==> src/hdl/batched_transpose_address_gen_defines.svh <==
// Assertion macros for the batched transpose address generator.
// Included by btag_index_gen, the RTL file that carries concurrent checks; no dependencies.
`ifndef BATCHED_TRANSPOSE_ADDRESS_GEN_DEFINES_SVH
`define BATCHED_TRANSPOSE_ADDRESS_GEN_DEFINES_SVH
`ifndef SYNTHESIS
`define BTAG_ASSERT(label, clk, rst_n, prop) \
    label: assert property (@(posedge clk) disable iff (!rst_n) (prop)) \
        else $error("btag check failed");
`define BTAG_ASSERT_ALWAYS(label, clk, prop) \
    label: assert property (@(posedge clk) (prop)) \
        else $error("btag check failed");
`else
`define BTAG_ASSERT(label, clk, rst_n, prop)
`define BTAG_ASSERT_ALWAYS(label, clk, prop)
`endif
`endif

==> src/hdl/btag_pkg.sv <==
// Shared types and constants of the batched transpose address generator.
// No dependencies; used by the interfaces and all modules.
package btag_pkg;

    localparam int ELEM_W      = 64;
    localparam int INDEX_W     = 32;
    localparam int CFG_IDX_W   = 2;
    localparam int CFG_DATA_W  = 13;
    localparam int BATCH_CNT_W = 9;

    typedef enum logic [CFG_IDX_W-1:0] {
        REG_BATCH_COUNT = 2'd0,
        REG_ROWS_IN     = 2'd1,
        REG_COLS_IN     = 2'd2
    } cfg_reg_t;

    typedef struct packed {
        logic                  valid;
        logic [CFG_IDX_W-1:0]  index;
        logic [CFG_DATA_W-1:0] data;
    } cfg_wr_t;

    typedef struct packed {
        logic [INDEX_W-1:0] index;
        logic               last;
    } addr_t;

endpackage

==> src/hdl/btag_if.sv <==
// Handshake channels of the batched transpose address generator.
// Depends on btag_pkg for payload widths.
interface btag_elem_if;
    logic                       valid;
    logic                       ready;
    logic [btag_pkg::ELEM_W-1:0] elem_value;

    modport source (output valid, output elem_value, input ready);
    modport sink   (input valid, input elem_value, output ready);
endinterface

interface btag_result_if;
    logic                        valid;
    logic                        ready;
    logic [btag_pkg::ELEM_W-1:0]  out_value;
    logic [btag_pkg::INDEX_W-1:0] out_index;
    logic                        last_of_tensor;

    modport source (output valid, output out_value, output out_index,
                    output last_of_tensor, input ready);
    modport sink   (input valid, input out_value, input out_index,
                    input last_of_tensor, output ready);
endinterface

interface btag_cfg_if;
    logic                           valid;
    logic                           ready;
    logic [btag_pkg::CFG_IDX_W-1:0]  index;
    logic [btag_pkg::CFG_DATA_W-1:0] data;

    modport source (output valid, output index, output data, input ready);
    modport sink   (input valid, input index, input data, output ready);
endinterface

==> src/hdl/btag_index_gen.sv <==
// Shape registers and running counters; produces the output index of each beat.
// Depends on btag_pkg and the assertion macro header.
`include "batched_transpose_address_gen_defines.svh"

module btag_index_gen #(
    parameter int DIM_BITS   = 12,
    parameter int BATCH_BITS = 8
) (
    input  logic              clk,
    input  logic              rst_n,
    input  logic              step,
    input  btag_pkg::cfg_wr_t cfg_wr,
    output btag_pkg::addr_t   addr
);

    localparam int OFF_W  = 2 * DIM_BITS;
    localparam int PROD_W = 2 * DIM_BITS + 2;
    localparam int DCW    = (DIM_BITS + 1 > btag_pkg::CFG_DATA_W) ?
                            DIM_BITS + 1 : btag_pkg::CFG_DATA_W;
    localparam int BCW    = (BATCH_BITS + 1 > btag_pkg::BATCH_CNT_W) ?
                            BATCH_BITS + 1 : btag_pkg::BATCH_CNT_W;

    // clamp a count to 1..2^DIM_BITS and return count - 1
    function automatic logic [DIM_BITS-1:0] dim_last(input logic [DCW-1:0] v);
        logic [DCW-1:0] limit;
        limit = DCW'(1) << DIM_BITS;
        if (v == '0)
            return '0;
        else if (v > limit)
            return DIM_BITS'(limit - DCW'(1));
        else
            return DIM_BITS'(v - DCW'(1));
    endfunction

    function automatic logic [BATCH_BITS-1:0] batch_last(input logic [BCW-1:0] v);
        logic [BCW-1:0] limit;
        limit = BCW'(1) << BATCH_BITS;
        if (v == '0)
            return '0;
        else if (v > limit)
            return BATCH_BITS'(limit - BCW'(1));
        else
            return BATCH_BITS'(v - BCW'(1));
    endfunction

    logic [DIM_BITS-1:0]   col_last_reg, col_last_next;
    logic [DIM_BITS-1:0]   row_last_reg, row_last_next;
    logic [BATCH_BITS-1:0] batch_last_reg, batch_last_next;
    logic [31:0]           slab_reg, slab_next;
    logic [PROD_W-1:0]     slab_prod;

    logic [DIM_BITS-1:0]   col_pos_reg, col_pos_next;
    logic [DIM_BITS-1:0]   row_pos_reg, row_pos_next;
    logic [BATCH_BITS-1:0] batch_pos_reg, batch_pos_next;
    logic [OFF_W-1:0]      col_offset_reg, col_offset_next;
    logic [31:0]           batch_base_reg, batch_base_next;

    logic [OFF_W-1:0]      rows_ext;
    logic                  col_end, row_end, batch_end;

    always_comb
    begin
        col_last_next   = col_last_reg;
        row_last_next   = row_last_reg;
        batch_last_next = batch_last_reg;
        if (cfg_wr.valid)
        begin
            unique case (cfg_wr.index)
                btag_pkg::REG_BATCH_COUNT:
                    batch_last_next = batch_last(BCW'(cfg_wr.data[btag_pkg::BATCH_CNT_W-1:0]));
                btag_pkg::REG_ROWS_IN:
                    row_last_next = dim_last(DCW'(cfg_wr.data));
                btag_pkg::REG_COLS_IN:
                    col_last_next = dim_last(DCW'(cfg_wr.data));
                default:
                begin
                end
            endcase
        end
        slab_prod = (PROD_W'(row_last_next) + PROD_W'(1))
                  * (PROD_W'(col_last_next) + PROD_W'(1));
        slab_next = 32'(slab_prod);
    end

    assign rows_ext  = OFF_W'(row_last_reg) + OFF_W'(1);
    assign col_end   = col_pos_reg >= col_last_reg;
    assign row_end   = row_pos_reg >= row_last_reg;
    assign batch_end = batch_pos_reg >= batch_last_reg;

    assign addr.index = batch_base_reg + 32'(col_offset_reg) + 32'(row_pos_reg);
    assign addr.last  = col_end && row_end && batch_end;

    always_comb
    begin
        col_pos_next    = col_pos_reg;
        row_pos_next    = row_pos_reg;
        batch_pos_next  = batch_pos_reg;
        col_offset_next = col_offset_reg;
        batch_base_next = batch_base_reg;
        if (step)
        begin
            priority if (!col_end)
            begin
                col_pos_next    = col_pos_reg + DIM_BITS'(1);
                col_offset_next = col_offset_reg + rows_ext;
            end
            else
            begin
                col_pos_next    = '0;
                col_offset_next = '0;
                priority if (!row_end)
                    row_pos_next = row_pos_reg + DIM_BITS'(1);
                else
                begin
                    row_pos_next = '0;
                    priority if (!batch_end)
                    begin
                        batch_pos_next  = batch_pos_reg + BATCH_BITS'(1);
                        batch_base_next = batch_base_reg + slab_reg;
                    end
                    else
                    begin
                        batch_pos_next  = '0;
                        batch_base_next = '0;
                    end
                end
            end
        end
    end

    always_ff @(posedge clk or negedge rst_n)
    begin
        if (!rst_n)
        begin
            col_last_reg   <= '0;
            row_last_reg   <= '0;
            batch_last_reg <= '0;
            slab_reg       <= 32'd1;
            col_pos_reg    <= '0;
            row_pos_reg    <= '0;
            batch_pos_reg  <= '0;
            col_offset_reg <= '0;
            batch_base_reg <= '0;
        end
        else
        begin
            col_last_reg   <= col_last_next;
            row_last_reg   <= row_last_next;
            batch_last_reg <= batch_last_next;
            slab_reg       <= slab_next;
            col_pos_reg    <= col_pos_next;
            row_pos_reg    <= row_pos_next;
            batch_pos_reg  <= batch_pos_next;
            col_offset_reg <= col_offset_next;
            batch_base_reg <= batch_base_next;
        end
    end

    `BTAG_ASSERT(a_wrap_to_start, clk, rst_n, step && addr.last |=> (col_pos_reg == '0) && (row_pos_reg == '0) && (batch_pos_reg == '0) && (batch_base_reg == '0))
    `BTAG_ASSERT(a_col_offset_step, clk, rst_n, step && !col_end |=> col_offset_reg == $past(col_offset_reg) + $past(rows_ext))
    `BTAG_ASSERT(a_hold_when_idle, clk, rst_n, !step |=> $stable(col_pos_reg) && $stable(row_pos_reg) && $stable(batch_pos_reg) && $stable(batch_base_reg))

endmodule

==> src/hdl/batched_transpose_address_gen.sv <==
// Batched transpose address generator, top level.
// Depends on btag_pkg, btag_if.sv and btag_index_gen.
//
// Takes one tensor element per beat in input order (batch, row, column) and
// returns it with its index in the transposed tensor,
// batch * rows * cols + col * rows + row, plus a flag on the tensor's final
// element. One beat per clock is sustained while the result side is ready;
// each result appears in the cycle after its input beat, out of a single
// output register, and a new beat is taken whenever that register is empty or
// being drained. The index comes from running counters and offsets updated
// with one add per beat; the slab size is multiplied once per configuration
// write. Shape writes apply from the next beat on; counters are not cleared by
// a write and return to zero after the last element of a tensor.
module batched_transpose_address_gen #(
    parameter int DIM_BITS   = 12,
    parameter int BATCH_BITS = 8,
    parameter int ELEM_BITS  = 64
) (
    input  logic          clk,
    input  logic          rst_n,
    btag_cfg_if.sink      cfg,
    btag_elem_if.sink     elem,
    btag_result_if.source result
);

    localparam logic [btag_pkg::ELEM_W-1:0] VALUE_MASK =
        {btag_pkg::ELEM_W{1'b1}} >> (btag_pkg::ELEM_W - ELEM_BITS);

    btag_pkg::cfg_wr_t cfg_wr;
    btag_pkg::addr_t   addr;
    logic              accept;
    logic              out_valid_reg, out_valid_next;

    logic [btag_pkg::ELEM_W-1:0]  out_value_reg;
    logic [btag_pkg::INDEX_W-1:0] out_index_reg;
    logic                         out_last_reg;

    assign cfg.ready    = 1'b1;
    assign cfg_wr.valid = cfg.valid;
    assign cfg_wr.index = cfg.index;
    assign cfg_wr.data  = cfg.data;

    assign elem.ready     = !out_valid_reg || result.ready;
    assign accept         = elem.valid && elem.ready;
    assign out_valid_next = accept || (out_valid_reg && !result.ready);

    btag_index_gen #(
        .DIM_BITS   (DIM_BITS),
        .BATCH_BITS (BATCH_BITS)
    ) u_index_gen (
        .clk    (clk),
        .rst_n  (rst_n),
        .step   (accept),
        .cfg_wr (cfg_wr),
        .addr   (addr)
    );

    always_ff @(posedge clk or negedge rst_n)
    begin
        if (!rst_n)
            out_valid_reg <= 1'b0;
        else
            out_valid_reg <= out_valid_next;
    end

    always_ff @(posedge clk)
    begin
        if (accept)
        begin
            out_value_reg <= elem.elem_value & VALUE_MASK;
            out_index_reg <= addr.index;
            out_last_reg  <= addr.last;
        end
    end

    assign result.valid          = out_valid_reg;
    assign result.out_value      = out_value_reg;
    assign result.out_index      = out_index_reg;
    assign result.last_of_tensor = out_last_reg;

endmodule

==> src/flat_wrapper.sv <==
// flat-port wrapper written by rule: the top's interface ports become plain ports
module batched_transpose_address_gen_flat 
#(
    parameter int DIM_BITS   = 12,
    parameter int BATCH_BITS = 8,
    parameter int ELEM_BITS  = 64
)
  (clk, rst_n, cfg_valid, cfg_index, cfg_data, cfg_ready, elem_valid, elem_elem_value, elem_ready, result_valid, result_out_value, result_out_index, result_last_of_tensor, result_ready);
  btag_cfg_if cfg_i ();
  btag_elem_if elem_i ();
  btag_result_if result_i ();
  input  logic clk;
  input  logic rst_n;
  input wire logic [$bits(cfg_i.valid)-1:0] cfg_valid;
  input wire logic [$bits(cfg_i.index)-1:0] cfg_index;
  input wire logic [$bits(cfg_i.data)-1:0] cfg_data;
  output wire logic [$bits(cfg_i.ready)-1:0] cfg_ready;
  input wire logic [$bits(elem_i.valid)-1:0] elem_valid;
  input wire logic [$bits(elem_i.elem_value)-1:0] elem_elem_value;
  output wire logic [$bits(elem_i.ready)-1:0] elem_ready;
  output wire logic [$bits(result_i.valid)-1:0] result_valid;
  output wire logic [$bits(result_i.out_value)-1:0] result_out_value;
  output wire logic [$bits(result_i.out_index)-1:0] result_out_index;
  output wire logic [$bits(result_i.last_of_tensor)-1:0] result_last_of_tensor;
  input wire logic [$bits(result_i.ready)-1:0] result_ready;
  assign cfg_i.valid = cfg_valid;
  assign cfg_i.index = cfg_index;
  assign cfg_i.data = cfg_data;
  assign cfg_ready = cfg_i.ready;
  assign elem_i.valid = elem_valid;
  assign elem_i.elem_value = elem_elem_value;
  assign elem_ready = elem_i.ready;
  assign result_valid = result_i.valid;
  assign result_out_value = result_i.out_value;
  assign result_out_index = result_i.out_index;
  assign result_last_of_tensor = result_i.last_of_tensor;
  assign result_i.ready = result_ready;
  batched_transpose_address_gen #(.DIM_BITS(DIM_BITS), .BATCH_BITS(BATCH_BITS), .ELEM_BITS(ELEM_BITS)) u_core (.clk(clk), .rst_n(rst_n), .cfg(cfg_i), .elem(elem_i), .result(result_i));
endmodule
==> config.mk <==
export PLATFORM = sky130hd
export DESIGN_NAME = batched_transpose_address_gen_flat
export DESIGN_NICKNAME = d
export VERILOG_FILES = /design/src/hdl/btag_pkg.sv /design/src/hdl/btag_if.sv /design/src/hdl/btag_index_gen.sv /design/src/hdl/batched_transpose_address_gen.sv /design/src/flat_wrapper.sv
export VERILOG_INCLUDE_DIRS = /design/src /design/src/hdl
export SDC_FILE = /design/constraint.sdc
export NUM_CORES = 1
export LEC_CHECK = 0
export ABC_AREA = 1
export BUFFER_PORTS_ARGS = -buffer_cell sky130_fd_sc_hd__clkbuf_2
export CAP_MARGIN = 40
export CORE_MARGIN = 2
export CORE_UTILIZATION = 40
export DETAILED_ROUTE_END_ITERATION = 12
export GPL_TIMING_DRIVEN = 1
export PLACE_DENSITY = 0.64
export SLEW_MARGIN = 20
export SYNTH_ARGS = -nofsm -noshare
export SYNTH_HDL_FRONTEND = slang
export SYNTH_SLANG_ARGS = --single-unit
==> constraint.sdc <==
create_clock -name clk -period 6.67 [get_ports clk]
set_input_delay 2.001 -clock clk [delete_from_list [all_inputs] [get_ports clk]]
set_output_delay 2.001 -clock clk [all_outputs]
set_load 0.01 [all_outputs]
==> metrics <==
Worst-path clk slew=about 0.07 ns; Yosys top cell area share=0.181; share of cells above drive strength 1=0.291; port bufs=182; HPWL Detailed=around 46000 um; initial DRC count=around 1000; Crit Path Category=in -> reg; CP Capture Type=flip-flop; largest cells by area after synthesis=dfrtp_1 18%, edfxtp_1 14%, fa_1 13%; IO Pins=between 150 and 200; CTS max path bufs=3; Worst setup SP type=primary input; Post-Layout Cell Count=between 3000 and 4000; CP required=roughly 7 ns; final hold vios=0; async set-reset flop share out of synthesis=0.602; Mapped Cells=~2400; final slew viol count=0; Die Wd=229 um; Yosys cell types=53; worst slack on hold paths=roughly 0.53 ns; max reg flops=64; vias in the first global route=between 15000 and 20000; worst clock skew=about 0.017 ns; area leader, netlist=dfrtp_1; worst endpoint data arrival time=between 7 and 8 ns; H-tree depth=1; wire per inst=~16 um; clock sinks=approximately 240; crit path max-delay cell type=fa_1; TritonRoute pass-1 iters=5; die height=229 um; MaxCap Viol Count=0; min Tclk post-route=about 7.3 ns; Avg Vias per Cell=4.97; gpl congestion=between 0.9 and 1; Post-synth EDFFs=between 90 and 100; dpl cells=~3500; worst-path maximum fanout=7; status=complete, but fails checks; first-pass GRT wire length=91800 um; initial antenna violation count=0; Final ANT Viol Nets=0; worst-margin pin slew=0.750 ns; Yosys reg bits=~240; Initial Util=0.404; Achievable Freq=between 100 and 150 MHz; GRT Util Overall=0.215; grt ovf=0; Ys Warns=0; via count=between 15000 and 20000; clock root cell=clkbuf_16; Setup Viol. Count Final=19; worst min path class=reg -> reg; row count=82; Main synth FF type=dfrtp_1; Net Count, Synth=~2800; RSZ-0062 raised after global routing=true; mapped cell area=approximately 20000 um^2; Finished Core Util=0.531; average cell area after synthesis=between 8 and 9 um^2; # diodes=0; CP peak stage delay=between 0.5 and 0.6 ns; Final WS setup=-0.618 ns; largest net degree at the start of global routing=between 60 and 70; Final nets=approximately 3300; sequential element share of the synthesized area=0.327; TritonCTS clock tree=built; Die ar.=around 52000 um^2; Num CTS Buffers=26; routed wire length=between 50000 and 60000 um; core area=around 50000 um^2; Worst-Skew Late Latency=~0.54 ns; post-place setup slack=-1.43 ns; crit share post-route=1.09; CP dominant cell by count=fa_1; worst relative slew slack=0.499; DRC=0; failing checks=negative setup slack; Layout area overhead=31.4%
[worst max-delay path: cells and delay by family]
kind / cells / cell delay, ns
xor gates and xnor gates: 1 / 0.23
AOI/OAI and AO/OA: 2 / 0.29
adders and majority gates: 7 / 3.05
buffers and inverters: 8 / 0.72
and+or+nand+nor: 15 / 1.42
[logic make-up (layout without fill, tap and decap cells)]
logic type	after synthesis	in the layout	synth area share
DFF	244	244	0.327
AOI/OAI and AO/OA	321	321	0.0897
and+or+nand+nor	1025	1026	0.218
other	1	1	0.000186
adders and majority gates	319	319	0.248
buffers and inverters	419	910	0.0791
xor gates and xnor gates	84	84	0.0383
[metal layers]
| layer | global-route usage | routed length (um) |
|---|---|---|
| met5 | 0 | 0 |
| met4 | 0.0488 | 1170 |
| met3 | 0.0178 | 2700 |
| met2 | 0.380 | 27800 |
| met1 | 0.286 | 24800 |
[cells in the final DEF, fill, tap and decap left out, types with 38 or more instances in the layout]
cell,n
o21ai_0,94
a21oi_1,111
nand2_4,40
fa_1,122
dfrtp_1,146
ha_1,161
inv_1,342
clkbuf_2,179
edfxtp_1,97
nand2_2,69
inv_2,38
nor2_1,207
nand2_1,496
buf_4,263
nand3_1,75
[per-stage QoR]
step | cell area, um^2 | TNS (ns)
CTS | 25800 | -8.97
detailed placement | 24100 | -23.34
finish | 26500 | -9.00
global placement | 24100 | -21.75
floorplan | 20600 | -10.48
global route | 26500 | -13.59
[cells in the mapped netlist (14+ instances only)]
| master | count |
|---|---|
| xnor2_1 | 40 |
| clkbuf_1 | 17 |
| ha_1 | 183 |
| nor3_1 | 23 |
| nand2_1 | 573 |
| edfxtp_1 | 97 |
| inv_2 | 24 |
| o21ai_0 | 102 |
| nand3_1 | 88 |
| dfrtp_1 | 146 |
| a21oi_1 | 127 |
| inv_1 | 369 |
| fa_1 | 136 |
| nand2_2 | 26 |
| xor2_1 | 42 |
| a31oi_1 | 16 |
| a21o_1 | 14 |
| nor2_1 | 236 |
| o21bai_1 | 14 |
| nand4_1 | 24 |
[worst paths after layout]
check                           depth (start not counted)  slack (ns)                               endpoint                                from
worst max-delay path                                   33       -0.62        u_core.u_index_gen.slab_reg[25]                         cfg_data[0]
worst min-delay path                                    1        0.53     u_core.u_index_gen.col_pos_reg[10]  u_core.u_index_gen.col_pos_reg[10]
worst max register to register                         29        1.05        u_core.u_index_gen.slab_reg[25]  u_core.u_index_gen.row_last_reg[1]
worst min register to register                          1        0.53     u_core.u_index_gen.col_pos_reg[10]  u_core.u_index_gen.col_pos_reg[10]
max in group asynchronous                               2        4.12   u_core.u_index_gen.batch_last_reg[4]                               rst_n
min in group asynchronous                               1        1.43  u_core.u_index_gen.batch_base_reg[31]                               rst_n
[area by class of cell]
class	count	area (um^2)
inverter	394	1530
multi-input combinational	1751	13300
fill	4608	23400
timing repair buffer	468	3260
tap	672	841
sequential	244	6590
clock inverter	19	278
clock buffer	29	683
[what timing repair did]
item | in CTS | in global routing
buffers inserted | 26 | 28
setup endpoints to repair | 20 | 21
hold buffers | 0 | 0
hold endpoints to repair | 0 | 0
pin swaps | 96 | 106
gates cloned | 1 | 0
resized for setup | 135 | 122
Power is left out: the tool's default activity adds up to more than one toggle a clock period on the data nets, which glitch-free logic cannot reach.
